File: config.mk
export PLATFORM = sky130hd
export DESIGN_NAME = multi_channel_watchdog_timer
export DESIGN_NICKNAME = d
export VERILOG_FILES = /design/src/design/mcwdt_pkg.sv /design/src/design/mcwdt_ram.sv /design/src/design/multi_channel_watchdog_timer.sv
export SDC_FILE = /design/constraint.sdc
export NUM_CORES = 2
export LEC_CHECK = 0
export ABC_AREA = 1
export ABC_CLOCK_PERIOD_IN_PS = 7070
export BUFFER_PORTS_ARGS = -buffer_cell sky130_fd_sc_hd__buf_2
export CORE_MARGIN = 2
export CORE_UTILIZATION = 30
export DETAILED_ROUTE_END_ITERATION = 8
export PLACE_DENSITY = 0.55
export REMOVE_ABC_BUFFERS = 1
export SLEW_MARGIN = 5
export SYNTH_ARGS = -nofsm -noshare
export SYNTH_HDL_FRONTEND = slang
export SYNTH_SLANG_ARGS = --single-unit
export TNS_END_PERCENT = 20
File: constraint.sdc
create_clock -name i_clk -period 7.07 [get_ports i_clk]
set_input_delay 0.3535 -clock i_clk [delete_from_list [all_inputs] [get_ports i_clk]]
set_output_delay 0.3535 -clock i_clk [all_outputs]
set_load 0.02 [all_outputs]
File: src/design/mcwdt_pkg.sv
// Shared types and constants of the multi-channel watchdog timer.
// Used by the top level; no dependencies.

package mcwdt_pkg;

    localparam int unsigned TMO_W     = 32;
    localparam int unsigned TICK_W    = 64;
    localparam int unsigned CH_W      = 3;
    localparam int unsigned OP_W      = 3;
    localparam int unsigned ACT_W     = 2;
    localparam int unsigned ST_W      = 2;
    localparam int unsigned CFG_IDX_W = 3;
    localparam int unsigned CFG_W     = 32;

    localparam int unsigned MAX_RESULTS = 8;
    localparam int unsigned CNT_W       = 4;

    localparam logic [OP_W-1:0] OP_START = 3'd0;
    localparam logic [OP_W-1:0] OP_STOP  = 3'd1;
    localparam logic [OP_W-1:0] OP_PING  = 3'd2;
    localparam logic [OP_W-1:0] OP_SET   = 3'd3;
    localparam logic [OP_W-1:0] OP_TICK  = 3'd4;

    localparam logic [ST_W-1:0] ST_STOPPED = 2'd0;
    localparam logic [ST_W-1:0] ST_RUNNING = 2'd1;
    localparam logic [ST_W-1:0] ST_EXPIRED = 2'd2;

    localparam logic [CFG_IDX_W-1:0] CFG_MIN_TMO = 3'd0;
    localparam logic [CFG_IDX_W-1:0] CFG_MAX_TMO = 3'd1;
    localparam logic [CFG_IDX_W-1:0] CFG_DEF_TMO = 3'd2;
    localparam logic [CFG_IDX_W-1:0] CFG_TPS     = 3'd3;
    localparam logic [CFG_IDX_W-1:0] CFG_ACTION  = 3'd4;

    localparam logic [TMO_W-1:0] RST_MIN_TMO = 32'd1;
    localparam logic [TMO_W-1:0] RST_MAX_TMO = 32'hFFFF_FFFF;
    localparam logic [TMO_W-1:0] RST_DEF_TMO = 32'd60;
    localparam logic [TMO_W-1:0] RST_TPS     = 32'd14318180;
    localparam logic [ACT_W-1:0] RST_ACTION  = 2'd0;

    typedef struct packed {
        logic [ST_W-1:0]   status;
        logic [TMO_W-1:0]  timeout;
        logic [TICK_W-1:0] expiry;
    } t_chan_entry;

    localparam int unsigned ENTRY_W = $bits(t_chan_entry);

    // Min first, then max: max wins when the two cross.
    function automatic logic [TMO_W-1:0] clamp_timeout(
        input logic [TMO_W-1:0] t,
        input logic [TMO_W-1:0] lo,
        input logic [TMO_W-1:0] hi
    );
        logic [TMO_W-1:0] v;
        v = (t < lo) ? lo : t;
        v = (v > hi) ? hi : v;
        return v;
    endfunction

endpackage

File: src/design/mcwdt_ram.sv
// Generic simple dual-port RAM: one write port, one read port, registered read.
// No dependencies.

module mcwdt_ram #(
    parameter int WIDTH = 8,
    parameter int DEPTH = 8
) (
    input  logic                                        i_clk,
    input  logic                                        i_we,
    input  logic [((DEPTH > 1) ? $clog2(DEPTH) : 1)-1:0] i_waddr,
    input  logic [WIDTH-1:0]                            i_wdata,
    input  logic [((DEPTH > 1) ? $clog2(DEPTH) : 1)-1:0] i_raddr,
    output logic [WIDTH-1:0]                            o_rdata
);

    logic [WIDTH-1:0] r_mem [DEPTH];
    logic [WIDTH-1:0] r_rdata;

    always_ff @(posedge i_clk) begin
        if (i_we) begin
            r_mem[i_waddr] <= i_wdata;
        end
        r_rdata <= r_mem[i_raddr];
    end

    assign o_rdata = r_rdata;

endmodule

File: src/design/multi_channel_watchdog_timer.sv
// Multi-channel watchdog timer: command sequencer around one channel-state RAM.
// Depends on mcwdt_pkg and mcwdt_ram.

// One item at a time; busy is high while an item is worked. A start, stop, ping
// or set-timeout keeps busy high through RAM read, clamp (none for a ping), 32x32
// multiply, saturating add and write-back, and gives its single result in the cycle
// after the write-back. A tick keeps busy high while a scan reads one channel entry
// per cycle from the single RAM read port, checks the one read before and writes
// back expiries, stopping early after eight expiries; a flush state follows. Expiry
// results appear during the scan and, for the last one, in the cycle after the flush;
// a tick with no expiry gives none. A non-tick command with an unknown opcode or a
// channel of CHANNELS or more gets an error result next cycle and does not raise busy.
// Results are shown for one cycle under o_valid and cannot be held off.
// No clearing pass: per-channel valid bits make unwritten entries read as zero.

module multi_channel_watchdog_timer #(
    parameter int CHANNELS = 8
) (
    input  logic                                 i_clk,
    input  logic                                 i_rst_n,
    input  logic                                 start,
    output logic                                 busy,
    input  logic [mcwdt_pkg::OP_W-1:0]           i_opcode,
    input  logic [mcwdt_pkg::CH_W-1:0]           i_channel,
    input  logic [mcwdt_pkg::TMO_W-1:0]          i_timeout_value,
    input  logic                                 i_cfg_we,
    input  logic [mcwdt_pkg::CFG_IDX_W-1:0]      i_cfg_idx,
    input  logic [mcwdt_pkg::CFG_W-1:0]          i_cfg_data,
    output logic                                 o_valid,
    output logic [mcwdt_pkg::CH_W-1:0]           o_channel_res,
    output logic                                 o_status,
    output logic                                 o_expired,
    output logic [mcwdt_pkg::ACT_W-1:0]          o_action,
    output logic                                 o_last
);

    localparam int CW = (CHANNELS > 1) ? $clog2(CHANNELS) : 1;

    localparam logic [2:0] S_IDLE  = 3'd0;
    localparam logic [2:0] S_RD    = 3'd1;
    localparam logic [2:0] S_CALC  = 3'd2;
    localparam logic [2:0] S_MUL   = 3'd3;
    localparam logic [2:0] S_ADD   = 3'd4;
    localparam logic [2:0] S_SCAN  = 3'd5;
    localparam logic [2:0] S_FLUSH = 3'd6;

    // configuration
    logic [mcwdt_pkg::TMO_W-1:0]  r_min, r_max, r_def, r_tps;
    logic [mcwdt_pkg::ACT_W-1:0]  r_act;

    // control
    logic [2:0]                    r_state, n_state;
    logic [mcwdt_pkg::OP_W-1:0]    r_op, n_op;
    logic [mcwdt_pkg::CH_W-1:0]    r_ch, n_ch;
    logic [mcwdt_pkg::TMO_W-1:0]   r_tv, n_tv;
    logic [mcwdt_pkg::TICK_W-1:0]  r_now, n_now;
    logic [CHANNELS-1:0]           r_vld, n_vld;
    logic                          r_rd_vld;
    logic [mcwdt_pkg::TMO_W-1:0]   r_tmo, n_tmo;
    mcwdt_pkg::t_chan_entry        r_ent, n_ent;
    logic                          r_err, n_err;
    logic [mcwdt_pkg::TICK_W-1:0]  r_span, n_span;
    logic [CW:0]                   r_idx, n_idx;
    logic                          r_ev, n_ev;
    logic [CW-1:0]                 r_ev_idx, n_ev_idx;
    logic [mcwdt_pkg::CNT_W-1:0]   r_cnt, n_cnt;
    logic                          r_pend_vld, n_pend_vld;
    logic [mcwdt_pkg::CH_W-1:0]    r_pend_ch, n_pend_ch;

    // result register
    logic                          r_out_vld, n_out_vld;
    logic [mcwdt_pkg::CH_W-1:0]    r_out_ch, n_out_ch;
    logic                          r_out_err, n_out_err;
    logic                          r_out_exp, n_out_exp;
    logic [mcwdt_pkg::ACT_W-1:0]   r_out_act, n_out_act;
    logic                          r_out_last, n_out_last;

    // RAM ports
    logic                          wr_en;
    logic [CW-1:0]                 wr_addr;
    mcwdt_pkg::t_chan_entry        wr_ent;
    logic [CW-1:0]                 rd_addr;
    logic [mcwdt_pkg::ENTRY_W-1:0] rd_data;
    mcwdt_pkg::t_chan_entry        rd_ent;

    logic                          accept;
    logic                          chan_ok;
    logic [mcwdt_pkg::TMO_W-1:0]   tmo_src;
    logic [mcwdt_pkg::TICK_W:0]    sum_ext;
    logic [mcwdt_pkg::TICK_W-1:0]  armed;
    logic                          hit;

    mcwdt_ram #(
        .WIDTH (mcwdt_pkg::ENTRY_W),
        .DEPTH (CHANNELS)
    ) u_ram (
        .i_clk   (i_clk),
        .i_we    (wr_en),
        .i_waddr (wr_addr),
        .i_wdata (wr_ent),
        .i_raddr (rd_addr),
        .o_rdata (rd_data)
    );

    assign busy    = (r_state != S_IDLE);
    assign accept  = start && !busy;
    assign chan_ok = (int'(i_channel) < CHANNELS);
    assign rd_ent  = r_rd_vld ? mcwdt_pkg::t_chan_entry'(rd_data) : '0;
    assign rd_addr = (r_state == S_SCAN) ? r_idx[CW-1:0] : CW'(r_ch);

    assign sum_ext = {1'b0, r_now} + {1'b0, r_span};
    assign armed   = sum_ext[mcwdt_pkg::TICK_W] ? '1 : sum_ext[mcwdt_pkg::TICK_W-1:0];

    assign hit = r_ev && (rd_ent.status == mcwdt_pkg::ST_RUNNING) &&
                 (rd_ent.expiry != '0) && (r_now >= rd_ent.expiry);

    always_comb begin
        if (r_op == mcwdt_pkg::OP_START) begin
            tmo_src = (rd_ent.timeout == '0) ? r_def : rd_ent.timeout;
        end else begin
            tmo_src = r_tv;
        end
    end

    always_comb begin
        n_state    = r_state;
        n_op       = r_op;
        n_ch       = r_ch;
        n_tv       = r_tv;
        n_now      = r_now;
        n_vld      = r_vld;
        n_tmo      = r_tmo;
        n_ent      = r_ent;
        n_err      = r_err;
        n_span     = r_span;
        n_idx      = r_idx;
        n_ev       = 1'b0;
        n_ev_idx   = r_ev_idx;
        n_cnt      = r_cnt;
        n_pend_vld = r_pend_vld;
        n_pend_ch  = r_pend_ch;
        n_out_vld  = 1'b0;
        n_out_ch   = r_out_ch;
        n_out_err  = r_out_err;
        n_out_exp  = r_out_exp;
        n_out_act  = r_out_act;
        n_out_last = r_out_last;
        wr_en      = 1'b0;
        wr_addr    = CW'(r_ch);
        wr_ent     = r_ent;

        unique case (r_state)
            S_IDLE: begin
                if (accept) begin
                    n_op = i_opcode;
                    n_ch = i_channel;
                    n_tv = i_timeout_value;
                    if (i_opcode == mcwdt_pkg::OP_TICK) begin
                        n_now      = r_now + 1'b1;
                        n_idx      = '0;
                        n_cnt      = '0;
                        n_pend_vld = 1'b0;
                        n_state    = S_SCAN;
                    end else if (i_opcode > mcwdt_pkg::OP_TICK || !chan_ok) begin
                        n_out_vld  = 1'b1;
                        n_out_ch   = i_channel;
                        n_out_err  = 1'b1;
                        n_out_exp  = 1'b0;
                        n_out_act  = '0;
                        n_out_last = 1'b1;
                    end else begin
                        n_state = S_RD;
                    end
                end
            end
            S_RD: begin
                n_state = S_CALC;
            end
            S_CALC: begin
                n_ent = rd_ent;
                n_err = (r_op == mcwdt_pkg::OP_PING) &&
                        (rd_ent.status != mcwdt_pkg::ST_RUNNING);
                // ping re-arms with the stored timeout as is
                n_tmo = (r_op == mcwdt_pkg::OP_PING) ? rd_ent.timeout :
                        mcwdt_pkg::clamp_timeout(tmo_src, r_min, r_max);
                n_state = S_MUL;
            end
            S_MUL: begin
                n_span  = {{(mcwdt_pkg::TICK_W-mcwdt_pkg::TMO_W){1'b0}}, r_tmo} *
                          {{(mcwdt_pkg::TICK_W-mcwdt_pkg::TMO_W){1'b0}}, r_tps};
                n_state = S_ADD;
            end
            S_ADD: begin
                wr_ent = r_ent;
                case (r_op)
                    mcwdt_pkg::OP_START: begin
                        wr_en          = 1'b1;
                        wr_ent.status  = mcwdt_pkg::ST_RUNNING;
                        wr_ent.timeout = r_tmo;
                        wr_ent.expiry  = armed;
                    end
                    mcwdt_pkg::OP_STOP: begin
                        wr_en          = 1'b1;
                        wr_ent.status  = mcwdt_pkg::ST_STOPPED;
                        wr_ent.expiry  = '0;
                    end
                    mcwdt_pkg::OP_PING: begin
                        wr_en          = !r_err;
                        wr_ent.expiry  = armed;
                    end
                    default: begin
                        wr_en          = 1'b1;
                        wr_ent.timeout = r_tmo;
                        if (r_ent.status == mcwdt_pkg::ST_RUNNING) begin
                            wr_ent.expiry = armed;
                        end
                    end
                endcase
                if (wr_en) begin
                    n_vld[wr_addr] = 1'b1;
                end
                n_out_vld  = 1'b1;
                n_out_ch   = r_ch;
                n_out_err  = r_err;
                n_out_exp  = 1'b0;
                n_out_act  = '0;
                n_out_last = 1'b1;
                n_state    = S_IDLE;
            end
            S_SCAN: begin
                // issue the read of the next channel
                if (int'(r_idx) < CHANNELS) begin
                    n_ev     = 1'b1;
                    n_ev_idx = r_idx[CW-1:0];
                    n_idx    = r_idx + 1'b1;
                end
                // check the channel read in the previous cycle
                if (hit) begin
                    wr_en         = 1'b1;
                    wr_addr       = r_ev_idx;
                    wr_ent        = rd_ent;
                    wr_ent.status = mcwdt_pkg::ST_EXPIRED;
                    n_vld[r_ev_idx] = 1'b1;
                    // hold the newest expiry back until it is known whether it is last
                    if (r_pend_vld) begin
                        n_out_vld  = 1'b1;
                        n_out_ch   = r_pend_ch;
                        n_out_err  = 1'b0;
                        n_out_exp  = 1'b1;
                        n_out_act  = r_act;
                        n_out_last = 1'b0;
                    end
                    n_pend_vld = 1'b1;
                    n_pend_ch  = mcwdt_pkg::CH_W'(r_ev_idx);
                    n_cnt      = r_cnt + 1'b1;
                end
                if ((hit && (int'(r_cnt) + 1 == mcwdt_pkg::MAX_RESULTS)) ||
                    (r_ev && (int'(r_idx) == CHANNELS))) begin
                    n_ev    = 1'b0;
                    n_state = S_FLUSH;
                end
            end
            S_FLUSH: begin
                if (r_pend_vld) begin
                    n_out_vld  = 1'b1;
                    n_out_ch   = r_pend_ch;
                    n_out_err  = 1'b0;
                    n_out_exp  = 1'b1;
                    n_out_act  = r_act;
                    n_out_last = 1'b1;
                end
                n_pend_vld = 1'b0;
                n_state    = S_IDLE;
            end
            default: begin
                n_state = S_IDLE;
            end
        endcase
    end

    always_ff @(posedge i_clk) begin
        if (!i_rst_n) begin
            r_state    <= S_IDLE;
            r_now      <= '0;
            r_vld      <= '0;
            r_ev       <= 1'b0;
            r_cnt      <= '0;
            r_pend_vld <= 1'b0;
            r_out_vld  <= 1'b0;
            r_min      <= mcwdt_pkg::RST_MIN_TMO;
            r_max      <= mcwdt_pkg::RST_MAX_TMO;
            r_def      <= mcwdt_pkg::RST_DEF_TMO;
            r_tps      <= mcwdt_pkg::RST_TPS;
            r_act      <= mcwdt_pkg::RST_ACTION;
        end else begin
            r_state    <= n_state;
            r_now      <= n_now;
            r_vld      <= n_vld;
            r_ev       <= n_ev;
            r_cnt      <= n_cnt;
            r_pend_vld <= n_pend_vld;
            r_out_vld  <= n_out_vld;
            if (i_cfg_we) begin
                unique case (i_cfg_idx)
                    mcwdt_pkg::CFG_MIN_TMO: r_min <= i_cfg_data;
                    mcwdt_pkg::CFG_MAX_TMO: r_max <= i_cfg_data;
                    mcwdt_pkg::CFG_DEF_TMO: r_def <= i_cfg_data;
                    mcwdt_pkg::CFG_TPS:     r_tps <= i_cfg_data;
                    mcwdt_pkg::CFG_ACTION:  r_act <= i_cfg_data[mcwdt_pkg::ACT_W-1:0];
                    default: begin
                    end
                endcase
            end
        end
    end

    always_ff @(posedge i_clk) begin
        r_op       <= n_op;
        r_ch       <= n_ch;
        r_tv       <= n_tv;
        r_rd_vld   <= r_vld[rd_addr];
        r_tmo      <= n_tmo;
        r_ent      <= n_ent;
        r_err      <= n_err;
        r_span     <= n_span;
        r_idx      <= n_idx;
        r_ev_idx   <= n_ev_idx;
        r_pend_ch  <= n_pend_ch;
        r_out_ch   <= n_out_ch;
        r_out_err  <= n_out_err;
        r_out_exp  <= n_out_exp;
        r_out_act  <= n_out_act;
        r_out_last <= n_out_last;
    end

    assign o_valid       = r_out_vld;
    assign o_channel_res = r_out_ch;
    assign o_status      = r_out_err;
    assign o_expired     = r_out_exp;
    assign o_action      = r_out_act;
    assign o_last        = r_out_last;

    // a valid command is answered once, after its read, calc, multiply and add states
    a_cmd_result: assert property (@(posedge i_clk) disable iff (!i_rst_n)
        (accept && i_opcode < mcwdt_pkg::OP_TICK && chan_ok) |-> ##5 (o_valid && o_last))
        else $error("command result missing");

    // a rejected command is answered with an error in the next cycle
    a_bad_cmd: assert property (@(posedge i_clk) disable iff (!i_rst_n)
        (accept && i_opcode != mcwdt_pkg::OP_TICK && (i_opcode > mcwdt_pkg::OP_TICK || !chan_ok))
        |=> (o_valid && o_status && o_last && !busy))
        else $error("error result missing");

    // more results of the same item follow only while the scan still runs
    a_more_pending: assert property (@(posedge i_clk) disable iff (!i_rst_n)
        (o_valid && !o_last) |-> (busy && r_pend_vld))
        else $error("non-last result with nothing pending");

    a_cnt_bound: assert property (@(posedge i_clk) disable iff (!i_rst_n)
        (r_cnt <= mcwdt_pkg::CNT_W'(mcwdt_pkg::MAX_RESULTS)))
        else $error("expiry count beyond limit");

endmodule
==> metrics.cfg <==
[run_status]
outcome = finished, violations left
violated_checks = setup timing

[synthesis]
synth_largest_area_cell = edfxtp_1
yosysSeqAreaShare_pct = 39.20
async_flop_share_pct = 0
flip_flop_and_latch_count_after_synthesis = 1346
yosys_warnings = 0
synth_top_area_share_pct = 32.66
number_of_synthesized_flops_with_an_enable_pin = 1035
netlist_area_before_placement_sq_um = 95160
ys_top_cells_by_area = edfxtp_1, fa_1, inv_1, nand2_1, dfxtp_1
ys.flop_type = edfxtp_1
yosys.cell_count.top_type = inv_1
syn_area_per_cell_sq_um = 9.029
synthCells = 10540
synthDistinctLibCells = 66
synth_common_cells = inv_1, nand2_1, nor2_1, edfxtp_1, fa_1

[place]
hpwl_mm = 219.2
detailedPlace.worstSlack_ns = -0.3878
placement.io_buffers = 86
gp_congestion = 0.9428

[floorplan]
die-area_sq_um = 321700
initial_utilization_pct = 30.19
core.rowCount = 206
die_height_um = 567.2
core-area_sq_um = 315200
io-pin-count = 87
fp.dieW_um = 567.2

[setup_path]
arrival_ns = 7.82
worst-setup-path-type = reg2reg
path_common_cell = fa_2
critPathMaxStageDelay_ns = 0.57
worst-endpoint-required_ns = 7.65
cp-end-kind = flip-flop
critical-path-slowest-cell = fa_2
worst_setup_path_start_kind = flip-flop
largest_fanout_on_the_critical_path = 6

[sta]
finalHoldViolCount = 0
timing.final.ws_setup_ns = -0.1743
final.period_utilization_pct = 102.5
maxSlewHeadroom_pct = 32.26
setup_viol = 11
final_critical_path_time_including_i_o_delays_and_setup_ns = 7.244
tightest_slew_ns = 1.012
timing.clock.skew_ns = 0.07838
max_clock_freq_mhz = 138.0
timing.final.max_slew_violations = 0
rsz0062_at_grt = yes

[final_layout]
final_layout_size_suffix_gt1_share_pct = 10.09
final_core_util_pct = 35.19
final_nets = 12330
synthToLayoutAreaGrowth_pct = 16.57

[global_routing]
combined_global_route_utilization_of_all_metal_layers_pct = 18.03
grt_overflow = 0
grt_antenna_before_repair = 3
first_global_vias = 72270
grt_first_pass_wirelength_mm = 447.2
grt_max_degree = 182

[cts]
cts.sinks = 1346
clk_pin_slew_worst_paths_ns = 0.06
cts_root_buffer = clkbuf_16
cts_tree = built
h-tree-depth = 4
cts_max_path_buffers = 4
clock_latency_ns = 0.86
tritoncts_buffers = 155

[drt]
vias_per_instance = 4.765
post-route-drc-count = 0
ant_nets = 0
wl_per_cell_um = 19.33
postRouteWirelength_mm = 293.3
firstDrtPassIters = 5
vias = 72310
drt_first_iter_violations = 6123

[hold_path]
min_path_type = in2reg

[run]
timing.max_cap.violations = 0

[through the flow]
stage                     hold slack, ns  setup TNS [ns]  instance area, sq um  instances
after floorplan                   0.4292        -1101.48                 93000      10000
after global placement            0.4376          -5.955                104200      14800
after detailed placement          0.4426          -6.350                104200      14800
after CTS                       0.006562         -0.8064                110500      15170
after global routing             0.05432          -6.411                110900      15170
final                            0.06303         -0.8335                110900      15180
[what timing repair did]
action	CTS	global route
resized for setup	101	93
pin swaps	36	38
gates cloned	1	0
endpoints found under the hold margin	169	0
setup endpoints to repair	28	59
buffers inserted	19	7
hold buffers	74	0
[sequential cells by signal, summed over array words and instances, names as in the netlist, 64 cells and up]
signal         count
r_ent             98
r_now             64
r_span            64
u_ram.o_rdata     98
u_ram.r_mem      784
[routing by layer]
metal,GRT usage [%],wire (um)
met2,29.92,137200
met1,24.64,130200
met3,2.487,18030
met4,4.658,7874
met5,0,0
[path summary, 6_finish.rpt]
path / start / endpoint / slack [ns] / cells past startpoint
worst max-delay path: r_tmo[16] / r_span[51] / -0.17 / 30
worst min-delay path: start / r_state[1] / 0.06 / 4
worst min register to register: r_def[2] / r_def[2] / 0.46 / 2
worst max register to register: r_tmo[16] / r_span[51] / -0.17 / 30
[placed cells by master, fill, tap and decap left out, types with 20 or more instances in the layout]
master	netlist	final
a21o_1	29	29
inv_1	2021	1993
fa_1	897	870
nor3_1	66	62
dfxtp_1	311	309
nand2_2	25	31
nand3_1	197	191
clkinv_2	0	21
nor2_1	1181	1167
buf_12	0	103
o22ai_1	107	107
o21ai_0	735	728
xnor2_1	41	41
a31oi_1	176	160
clkbuf_16	0	162
buf_6	12	21
xor2_1	94	94
dlygate4sd3_1	0	74
ha_1	459	443
nor4_1	35	31
edfxtp_1	1035	1035
nand4_1	51	51
fa_2	0	27
clkinv_1	4	24
buf_4	5	450
inv_2	7	24
o21a_1	20	20
buf_2	27	85
clkbuf_1	490	35
a21oi_1	331	307
o221ai_1	38	36
o211ai_1	92	92
a21oi_2	0	23
nand2_1	1926	1916
[critical path: cells and delay by family (launching register included)]
kind | cells | cell delay (ns)
adder cells (fa/ha/maj) | 9 | 4.34
buffers and inverters | 9 | 0.93
AO/OA/AOI/OAI | 5 | 0.67
AND/OR/NAND/NOR | 6 | 0.48
flip-flops | 1 | 0.43
XOR/XNOR | 1 | 0.14
[logic make-up (layout without fill, tap and decap cells)]
family | count (synthesis) | count (layout) | synth area share, %
AOI/OAI and AO/OA | 1611 | 1611 | 9.608
buffers and inverters | 2570 | 3043 | 10.29
other | 0 | 4 | 0
adders and majority gates | 1356 | 1356 | 24.91
xor gates and xnor gates | 135 | 135 | 1.243
DFF | 1346 | 1346 | 39.20
and+or+nand+nor | 3521 | 3521 | 14.75
[cell type report]
class	count	area [sq um]
Clock inverter	65	608.1
Inverter	2032	7684
Antenna cell	4	10.01
Clock buffer	210	4364
Timing Repair Buffer	736	6900
Fill cell	32080	204300
Multi-Input combinational cell	6623	48850
Tap cell	4160	5205
Sequential cell	1346	37310
Power is not shown: default switching activity piles up to over one toggle a cycle in this logic, so the estimate is an artifact.
